--- src/rtl/fsce_pkg.sv ---
package fsce_pkg;

    // argument and decimal digit store sizes
    localparam int ARG_W      = 32;
    localparam int BCD_DIGITS = 10;
    localparam int BCD_W      = 4 * BCD_DIGITS;
    localparam int IDX_W      = 4;

    // characters the formatter recognises or produces
    localparam logic [7:0] CH_NUL   = 8'h00;
    localparam logic [7:0] CH_0     = 8'h30;
    localparam logic [7:0] CH_9     = 8'h39;
    localparam logic [7:0] CH_A     = 8'h41;
    localparam logic [7:0] CH_CR    = 8'h0D;
    localparam logic [7:0] CH_LF    = 8'h0A;
    localparam logic [7:0] CH_MINUS = 8'h2D;
    localparam logic [7:0] CH_PCT   = 8'h25;
    localparam logic [7:0] CH_LC_L  = 8'h6C;
    localparam logic [7:0] CH_LC_U  = 8'h75;
    localparam logic [7:0] CH_LC_D  = 8'h64;
    localparam logic [7:0] CH_LC_C  = 8'h63;
    localparam logic [7:0] CH_LC_X  = 8'h78;
    localparam logic [7:0] CH_UC_X  = 8'h58;

    localparam logic [3:0] LONG_WIDTH = 4'd4;
    localparam logic [3:0] NIB_MAX    = 4'd9;

    typedef struct packed {
        logic [7:0]       format_byte;
        logic [ARG_W-1:0] arg_value;
    } t_in;

    typedef struct packed {
        logic [7:0] out_char;
        logic       last_char;
    } t_out;

    // specification parser mode; the fourth code acts as plain text
    typedef enum logic [1:0] {
        M_PLAIN = 2'd0,
        M_PCT   = 2'd1,
        M_SPEC  = 2'd2
    } t_mode;

    typedef enum logic [3:0] {
        S_IDLE = 4'b0001,
        S_PRE  = 4'b0010,
        S_WAIT = 4'b0100,
        S_BODY = 4'b1000
    } t_state;

    // what the body of a request emits
    typedef enum logic [1:0] {
        K_CHAR = 2'd0,
        K_DEC  = 2'd1,
        K_HEX  = 2'd2
    } t_kind;

endpackage

--- src/rtl/format_string_char_emitter.sv ---
// A plain byte is sent as one character; a decimal argument first passes through the
// shift-and-add-3 converter, then goes out one digit place at a time.
// A byte with no output sends nothing, a newline sends CR then LF, hex sends its prefix
// if any and then its width in digits, decimal up to 10 digits (sign sent during conversion);
// no request is taken while one is in work, and output stalls hold the block.
// Reset (synchronous, active low) returns to plain text mode, width zero, no output.
module format_string_char_emitter (
    input  logic              i_clk,
    input  logic              i_rst_n,
    input  logic              i_valid,
    output logic              o_stall,
    input  fsce_pkg::t_in     i_data,
    output logic              o_valid,
    input  logic              i_stall,
    output fsce_pkg::t_out    o_data
);
    import fsce_pkg::*;

    t_state             r_state, n_state;
    t_mode              r_mode, n_mode;
    logic [3:0]         r_width, n_width;
    logic [3:0]         r_dw, n_dw;
    t_kind              r_kind, n_kind;
    logic [7:0]         r_char, n_char;
    logic [7:0]         r_pre0, n_pre0;
    logic [7:0]         r_pre1, n_pre1;
    logic [1:0]         r_pre_cnt, n_pre_cnt;
    logic [IDX_W-1:0]   r_idx, n_idx;
    logic               r_started, n_started;
    logic [BCD_W-1:0]   r_dig, n_dig;
    logic               r_o_vld, n_o_vld;
    t_out               r_o, n_o;

    logic [7:0]         w_fc;
    logic [ARG_W-1:0]   w_arg;
    logic               w_is_digit;
    logic               w_conv;
    logic [3:0]         w_eff;
    logic               w_slot;
    logic [3:0]         w_nib;
    logic [7:0]         w_dchar;
    logic               w_emit_last;

    logic               bcd_start;
    logic [ARG_W-1:0]   bcd_value;
    logic               bcd_busy;
    logic [BCD_W-1:0]   bcd_digits;

    fsce_bcd u_bcd (
        .i_clk   (i_clk),
        .i_rst_n (i_rst_n),
        .i_start (bcd_start),
        .i_value (bcd_value),
        .o_busy  (bcd_busy),
        .o_bcd   (bcd_digits)
    );

    // request decode helpers
    assign w_fc       = i_data.format_byte;
    assign w_arg      = i_data.arg_value;
    assign w_is_digit = (w_fc >= CH_0) && (w_fc <= CH_9);
    assign w_conv     = (r_mode == M_SPEC) || ((r_mode == M_PCT) && !w_is_digit);
    assign w_eff      = (r_mode == M_PCT) ? 4'd1 : r_width;
    assign w_slot     = !r_o_vld || !i_stall;

    // current digit and its character
    assign w_nib   = r_dig[{r_idx, 2'b00} +: 4];
    assign w_dchar = (w_nib > NIB_MAX) ? (CH_A - 8'd10 + {4'b0000, w_nib})
                                       : (CH_0 + {4'b0000, w_nib});

    // sequencer
    always_comb begin
        n_state     = r_state;
        n_mode      = r_mode;
        n_width     = r_width;
        n_dw        = r_dw;
        n_kind      = r_kind;
        n_char      = r_char;
        n_pre0      = r_pre0;
        n_pre1      = r_pre1;
        n_pre_cnt   = r_pre_cnt;
        n_idx       = r_idx;
        n_started   = r_started;
        n_dig       = r_dig;
        n_o_vld     = r_o_vld && i_stall;
        n_o         = r_o;
        bcd_start   = 1'b0;
        bcd_value   = w_arg;
        w_emit_last = 1'b0;

        unique case (r_state)
            S_IDLE: begin
                if (i_valid) begin
                    n_started = 1'b0;
                    n_char    = w_fc;
                    n_kind    = K_CHAR;
                    n_pre_cnt = 2'd0;
                    if (w_fc == CH_NUL) begin
                        // end of format
                        n_mode  = M_PLAIN;
                        n_width = '0;
                    end else if (w_conv) begin
                        if (w_fc == CH_LC_L) begin
                            n_mode  = M_SPEC;
                            n_width = LONG_WIDTH;
                        end else begin
                            n_mode  = M_PLAIN;
                            n_width = '0;
                            n_dw    = w_eff;
                            n_state = S_BODY;
                            priority if (w_fc == CH_LC_U) begin
                                n_kind    = K_DEC;
                                n_idx     = IDX_W'(BCD_DIGITS - 1);
                                bcd_start = 1'b1;
                                n_state   = S_WAIT;
                            end else if (w_fc == CH_LC_D) begin
                                n_kind    = K_DEC;
                                n_idx     = IDX_W'(BCD_DIGITS - 1);
                                bcd_start = 1'b1;
                                n_state   = S_WAIT;
                                if (w_arg[ARG_W-1]) begin
                                    bcd_value = (~w_arg) + 1'b1;
                                    n_pre0    = CH_MINUS;
                                    n_pre_cnt = 2'd1;
                                    n_state   = S_PRE;
                                end
                            end else if (w_fc == CH_LC_C) begin
                                n_char = w_arg[7:0];
                            end else if ((w_fc == CH_LC_X) || (w_fc == CH_UC_X)) begin
                                n_kind = K_HEX;
                                n_dig  = {{(BCD_W - ARG_W){1'b0}}, w_arg};
                                n_idx  = IDX_W'(w_eff - 4'd1);
                                if (w_eff == 4'd1) begin
                                    n_pre0    = CH_0;
                                    n_pre1    = w_fc;
                                    n_pre_cnt = 2'd2;
                                    n_state   = S_PRE;
                                end
                            end else begin
                                n_char = w_fc;
                            end
                        end
                    end else if (r_mode == M_PCT) begin
                        // width digit straight after the percent sign
                        n_width = w_fc[3:0];
                        n_mode  = (w_fc[3:0] != 4'd0) ? M_SPEC : M_PLAIN;
                    end else begin
                        n_mode = M_PLAIN;
                        if (w_fc == CH_PCT) begin
                            n_mode = M_PCT;
                        end else if (w_fc == CH_LF) begin
                            n_pre0    = CH_CR;
                            n_pre_cnt = 2'd1;
                            n_state   = S_PRE;
                        end else begin
                            n_state = S_BODY;
                        end
                    end
                end
            end

            S_PRE: begin
                if (w_slot) begin
                    n_o_vld        = 1'b1;
                    n_o.out_char   = r_pre0;
                    n_o.last_char  = 1'b0;
                    n_pre0         = r_pre1;
                    n_pre_cnt      = r_pre_cnt - 2'd1;
                    if (r_pre_cnt == 2'd1) begin
                        n_state = (r_kind == K_DEC) ? S_WAIT : S_BODY;
                    end
                end
            end

            S_WAIT: begin
                if (!bcd_busy) begin
                    n_dig   = bcd_digits;
                    n_state = S_BODY;
                end
            end

            S_BODY: begin
                if (r_kind == K_CHAR) begin
                    if (w_slot) begin
                        n_o_vld       = 1'b1;
                        n_o.out_char  = r_char;
                        n_o.last_char = 1'b1;
                        w_emit_last   = 1'b1;
                        n_state       = S_IDLE;
                    end
                end else if ((r_kind == K_DEC) && !r_started && (r_idx != '0)
                             && ({1'b0, r_idx} >= {1'b0, r_dw}) && (w_nib == 4'd0)) begin
                    // leading zero beyond the minimum width
                    n_idx = r_idx - 1'b1;
                end else if (w_slot) begin
                    n_o_vld       = 1'b1;
                    n_o.out_char  = w_dchar;
                    n_o.last_char = (r_idx == '0);
                    w_emit_last   = (r_idx == '0);
                    n_started     = 1'b1;
                    if (r_idx == '0) begin
                        n_state = S_IDLE;
                    end else begin
                        n_idx = r_idx - 1'b1;
                    end
                end
            end

            default: begin
                n_state = S_IDLE;
            end
        endcase
    end

    always_ff @(posedge i_clk) begin
        if (!i_rst_n) begin
            r_state <= S_IDLE;
            r_mode  <= M_PLAIN;
            r_width <= '0;
            r_o_vld <= 1'b0;
        end else begin
            r_state <= n_state;
            r_mode  <= n_mode;
            r_width <= n_width;
            r_o_vld <= n_o_vld;
        end
        r_dw      <= n_dw;
        r_kind    <= n_kind;
        r_char    <= n_char;
        r_pre0    <= n_pre0;
        r_pre1    <= n_pre1;
        r_pre_cnt <= n_pre_cnt;
        r_idx     <= n_idx;
        r_started <= n_started;
        r_dig     <= n_dig;
        r_o       <= n_o;
    end

    assign o_stall = (r_state != S_IDLE);
    assign o_valid = r_o_vld;
    assign o_data  = r_o;

    // the converter is free whenever a new request comes in
    a_bcd_free_on_accept: assert property (@(posedge i_clk) disable iff (!i_rst_n)
        (i_valid && !o_stall) |-> !bcd_busy)
        else $error("decimal converter busy at request accept");

    // digits are only read once the conversion has finished
    a_bcd_done_in_body: assert property (@(posedge i_clk) disable iff (!i_rst_n)
        (r_state == S_BODY && r_kind == K_DEC) |-> !bcd_busy)
        else $error("decimal digits read during conversion");

    // the final character of a request frees the block
    a_last_to_idle: assert property (@(posedge i_clk) disable iff (!i_rst_n)
        w_emit_last |=> (r_state == S_IDLE))
        else $error("block not idle after final character");

    // hex digit index stays within the nine-digit limit
    a_hex_idx: assert property (@(posedge i_clk) disable iff (!i_rst_n)
        (r_state == S_BODY && r_kind == K_HEX) |-> (r_idx <= IDX_W'(8)))
        else $error("hex digit index out of range");

    // prefix state always has a character pending
    a_pre_count: assert property (@(posedge i_clk) disable iff (!i_rst_n)
        (r_state == S_PRE) |-> (r_pre_cnt != 2'd0))
        else $error("prefix state with nothing to send");

endmodule

--- src/rtl/fsce_bcd.sv ---
module fsce_bcd (
    input  logic                          i_clk,
    input  logic                          i_rst_n,
    input  logic                          i_start,
    input  logic [fsce_pkg::ARG_W-1:0]    i_value,
    output logic                          o_busy,
    output logic [fsce_pkg::BCD_W-1:0]    o_bcd
);
    import fsce_pkg::*;

    localparam int CNT_W = $clog2(ARG_W);

    logic               r_busy, n_busy;
    logic [CNT_W-1:0]   r_cnt, n_cnt;
    logic [ARG_W-1:0]   r_bin, n_bin;
    logic [BCD_W-1:0]   r_bcd, n_bcd;
    logic [BCD_W-1:0]   w_adj;

    // add-3 correction on every decimal digit of five or more
    always_comb begin
        for (int i = 0; i < BCD_DIGITS; i++) begin
            w_adj[i*4 +: 4] = (r_bcd[i*4 +: 4] > 4'd4) ? (r_bcd[i*4 +: 4] + 4'd3)
                                                       : r_bcd[i*4 +: 4];
        end
    end

    // one binary bit shifted into the decimal store per cycle
    always_comb begin
        n_busy = r_busy;
        n_cnt  = r_cnt;
        n_bin  = r_bin;
        n_bcd  = r_bcd;
        if (i_start) begin
            n_busy = 1'b1;
            n_cnt  = '0;
            n_bin  = i_value;
            n_bcd  = '0;
        end else if (r_busy) begin
            n_bcd = {w_adj[BCD_W-2:0], r_bin[ARG_W-1]};
            n_bin = {r_bin[ARG_W-2:0], 1'b0};
            n_cnt = r_cnt + 1'b1;
            if (r_cnt == CNT_W'(ARG_W - 1)) begin
                n_busy = 1'b0;
            end
        end
    end

    always_ff @(posedge i_clk) begin
        if (!i_rst_n) begin
            r_busy <= 1'b0;
        end else begin
            r_busy <= n_busy;
        end
        r_cnt <= n_cnt;
        r_bin <= n_bin;
        r_bcd <= n_bcd;
    end

    assign o_busy = r_busy;
    assign o_bcd  = r_bcd;

endmodule
--- config.mk ---
export PLATFORM = sky130hd
export DESIGN_NAME = format_string_char_emitter
export DESIGN_NICKNAME = d
export VERILOG_FILES = /design/src/rtl/fsce_pkg.sv /design/src/rtl/format_string_char_emitter.sv /design/src/rtl/fsce_bcd.sv
export SDC_FILE = /design/constraint.sdc
export NUM_CORES = 1
export LEC_CHECK = 0
export BUFFER_PORTS_ARGS = -buffer_cell sky130_fd_sc_hd__buf_4
export CORE_ASPECT_RATIO = 0.75
export CORE_MARGIN = 2
export CORE_UTILIZATION = 56
export DETAILED_ROUTE_END_ITERATION = 10
export GPL_ROUTABILITY_DRIVEN = 0
export PLACE_DENSITY_LB_ADDON = 0.15
export SYNTH_ARGS = -nofsm -noshare
export SYNTH_HDL_FRONTEND = slang
export SYNTH_SLANG_ARGS = --single-unit
--- constraint.sdc ---
create_clock -name i_clk -period 3.6 [get_ports i_clk]
set_clock_uncertainty 0.15 [all_clocks]
set_input_delay 0.36 -clock i_clk [delete_from_list [all_inputs] [get_ports i_clk]]
set_output_delay 0.36 -clock i_clk [all_outputs]
set_load 0.02 [all_outputs]
==> impl_metrics.env <==
export IMPL_status="complete, no violations"
export IMPL_first_iter_violations=769
export IMPL_max_slew_margin_pct=44.4
export IMPL_synth_most_common_cell="edfxtp_1"
export IMPL_worstReg2RegStart="r_idx[0]"
export IMPL_n_antenna_cell=0
export IMPL_p_seq_share_pct=50.0
export IMPL_path_max_fanout=10
export IMPL_seq_area_frac_synth_pct=49.3
export IMPL_ant_nets=0
export IMPL_syn_to_final_growth_pct=12.4
export IMPL_synth_edf_count=118
export IMPL_min_from="i_rst_n"
export IMPL_rows=41
export IMPL_crit_required_ps=3580
export IMPL_slowest_stage="nor4_1"
export IMPL_ctsResizeCount=0
export IMPL_drtPass1Iterations=5
export IMPL_end_kind="flop"
export IMPL_grtUsageTotal_pct=25.7
export IMPL_dp_hpwl_mm=16.3
export IMPL_worst_slew_pin_slew_ps=827
export IMPL_pwr_share_clk_pct=36.8
export IMPL_ys_top_cells_by_count="edfxtp_1 (118), nor2_1 (103), nand2_1 (86)"
export IMPL_grt_max_degree=65
export IMPL_p_switching_mw=1.23
export IMPL_cts_hold_buf=1
export IMPL_critPathArrivalTime_ps=3320
export IMPL_leakage_nw=4.04
export IMPL_htree_levels=4
export IMPL_p_sw_share_pct=26.7
export IMPL_nNetsFinal=1062
export IMPL_setup_violations=0
export IMPL_ir_drop_uv=301
export IMPL_drv_slew=0
export IMPL_yosys_most_used_dff="edfxtp_1"
export IMPL_route_detailed_drc=0
export IMPL_layout_cells_non_filler=1210
export IMPL_start_util_pct=56.8
export IMPL_syn_cell_area_um2=9490
export IMPL_netlist_instances=936
export IMPL_async_flop_share_pct=0
export IMPL_grt_antenna_before_repair=1
export IMPL_final_setup_worst_slack_ps=252
export IMPL_syn_avg_cell_area_um2=10.1
export IMPL_ys_seq_elements=175
export IMPL_ys_warn_count=0
export IMPL_critPathLaunch="r_idx[0]"
export IMPL_worst_path_buf_inv=1
export IMPL_ys_types=64
export IMPL_hold_path_class="input pin to flop"
export IMPL_dp_slack_ps=337
export IMPL_overflow=0
export IMPL_fmax_ghz=0.299
export IMPL_synth_area_leaders="edfxtp_1 (37%), dfxtp_1 (12%), ha_1 (4.7%)"
export IMPL_hold_viol_final=0
export IMPL_yosysTopAreaCell="edfxtp_1"
export IMPL_vias=7073
export IMPL_clockRootBuffer="clkbuf_16"
export IMPL_post_route_period_util_pct=93.0
export IMPL_io_buffers=54
export IMPL_clkLatencyLatePin_ps=430
export IMPL_min_period_ps=3350
export IMPL_clk_path_buf_depth=2
export IMPL_fin_total_pwr_mw=4.61
export IMPL_wl_per_cell_um=18.7
export IMPL_path_class="flop to flop"
export IMPL_p_per_area_nw_per_um2=432
export IMPL_combPwrFrac_pct=13.3
export IMPL_grt_pass1_wl_mm=34.9
export IMPL_yosys_area_top_type_share_pct=37.3
export IMPL_fp_dieArea_um2=18000
export IMPL_tns_ps=0
export IMPL_cap_violations=0
export IMPL_drive_gt1_share_pct=16.0
export IMPL_rsz0062_at_grt="no"
export IMPL_postRouteWirelength_mm=22.7
export IMPL_dieWidth_um=154
export IMPL_cts_buffers=17
export IMPL_cts_setup_buffers=0
export IMPL_path_cells="mux4_2, mux2i_1, o22ai_1, inv_1, ha_1, nand4b_1, nor4_1, o32a_1"
export IMPL_core_area_um2=16700
export IMPL_grt_pass1_vias=6170
export IMPL_dpl_cell_count=1177
export IMPL_fp_dieH_um=117
export IMPL_clock_sinks=175
export IMPL_syn_nets=1016
export IMPL_cts_tree="done"
export IMPL_path_delay_family="simple AND/OR/NAND/NOR gates"
export IMPL_crit_path_start_kind="flop"
export IMPL_vias_per_cell=5.85
export IMPL_cts_reportedPaths_clkPinSlew_ps=70
export IMPL_cpPeakStageDelay_ps=650
export IMPL_fin_hold_ws_ps=31.5
export IMPL_p_int_mw=3.38
export IMPL_io_pins=55
-- cell usage in the layout, fill, tap and decap left out, drive strengths merged, types with 3 or more instances in the layout --
| master | count |
|---|---|
| edfxtp | 118 |
| nor2 | 103 |
| nand2 | 86 |
| o21ai | 75 |
| buf | 74 |
| inv | 58 |
| dfxtp | 57 |
| a21oi | 47 |
| ha | 36 |
| xnor2 | 35 |
| mux2 | 33 |
| mux2i | 29 |
| xor2 | 22 |
| a211oi | 21 |
| nor3 | 19 |
| clkbuf | 18 |
| and2 | 16 |
| nand3 | 15 |
| o31ai | 9 |
| a21o | 9 |
| nor4 | 8 |
| and3 | 7 |
| nor2b | 7 |
| clkinv | 7 |
| or2 | 5 |
| mux4 | 5 |
| o22ai | 5 |
| nand2b | 5 |
| nand4 | 5 |
| or4 | 5 |
| or3 | 4 |
| a21boi | 4 |
| o41ai | 4 |
| nor4b | 4 |
| and3b | 3 |
| o21a | 3 |
| a22oi | 3 |
-- layout make-up --
cell class / count / area, µm²
inverters: 52 / 195
clock buffers: 18 / 429
clock inverters: 14 / 106
repair buffers: 75 / 566
fillers: 1351 / 6060
flip-flops and latches: 175 / 4690
well taps: 215 / 269
multi-input cells: 661 / 4420
-- worst register-to-register path, stage by stage (launching register included) --
cell	delay, ps
edfxtp_1	640
mux4_2	570
mux2i_1	160
o22ai_1	120
inv_1	150
ha_1	170
nand4b_1	90
nor4_1	650
o32a_1	340
-- sequential cells by signal, summed over array words and instances (netlist names), 4 cells and up --
name,flops
u_bcd.r_cnt,5
u_bcd.r_bin,32
r_dig,40
r_width,4
r_char,8
r_state,4
o_data,9
r_pre1,8
r_pre0,8
r_dw,4
r_idx,4
u_bcd.o_bcd,40
-- cell families (layout without fill, tap and decap cells) --
kind of cell             Yosys count  count (layout)  synth area share, %
AO/OA/AOI/OAI                    200             200                 12.8
XOR/XNOR                          57              57                 5.26
adder cells (fa/ha/maj)           36              36                 4.74
buffers and inverters            100             159                 4.40
flip-flops                       175             175                 49.3
multiplexers                      67              67                 8.16
AND/OR/NAND/NOR                  301             301                 15.3
-- stage by stage --
step / util, % / area (µm²)
global placement: 60.5 / 10100
global route: 63.8 / 10700
CTS: 63.8 / 10700
detailed placement: 60.5 / 10100
floorplan: - / 9500
finish: 63.8 / 10700
-- worst paths after layout --
check / to / slack, ps / cells after the start
worst min-delay path: r_state[0] / 30 / 2
worst max-delay path: r_idx[3] / 250 / 8
worst max register to register: r_idx[3] / 250 / 8
worst min register to register: r_mode[1] / 340 / 2
-- power by group through the flow --
stage	sequential [mW]	combinational [mW]	clock, mW
detailed placement	2.35	0.598	0
global placement	2.34	0.590	0
finish	2.30	0.611	1.70
CTS	2.30	0.602	1.72
floorplan	2.33	0.372	0
global route	2.31	0.667	1.79
-- routing by layer --
layer | GRT usage, % | up-vias | part of all wire [%]
met5 | 0 | - | 0.057
met4 | 7.53 | 2 | 1.5
met1 | 41.2 | 3313 | 50
li1 | - | 3446 | -
met3 | 5.19 | 29 | 8.2
met2 | 34.9 | 283 | 40
Note: power is estimated with default switching activity, not from simulation.
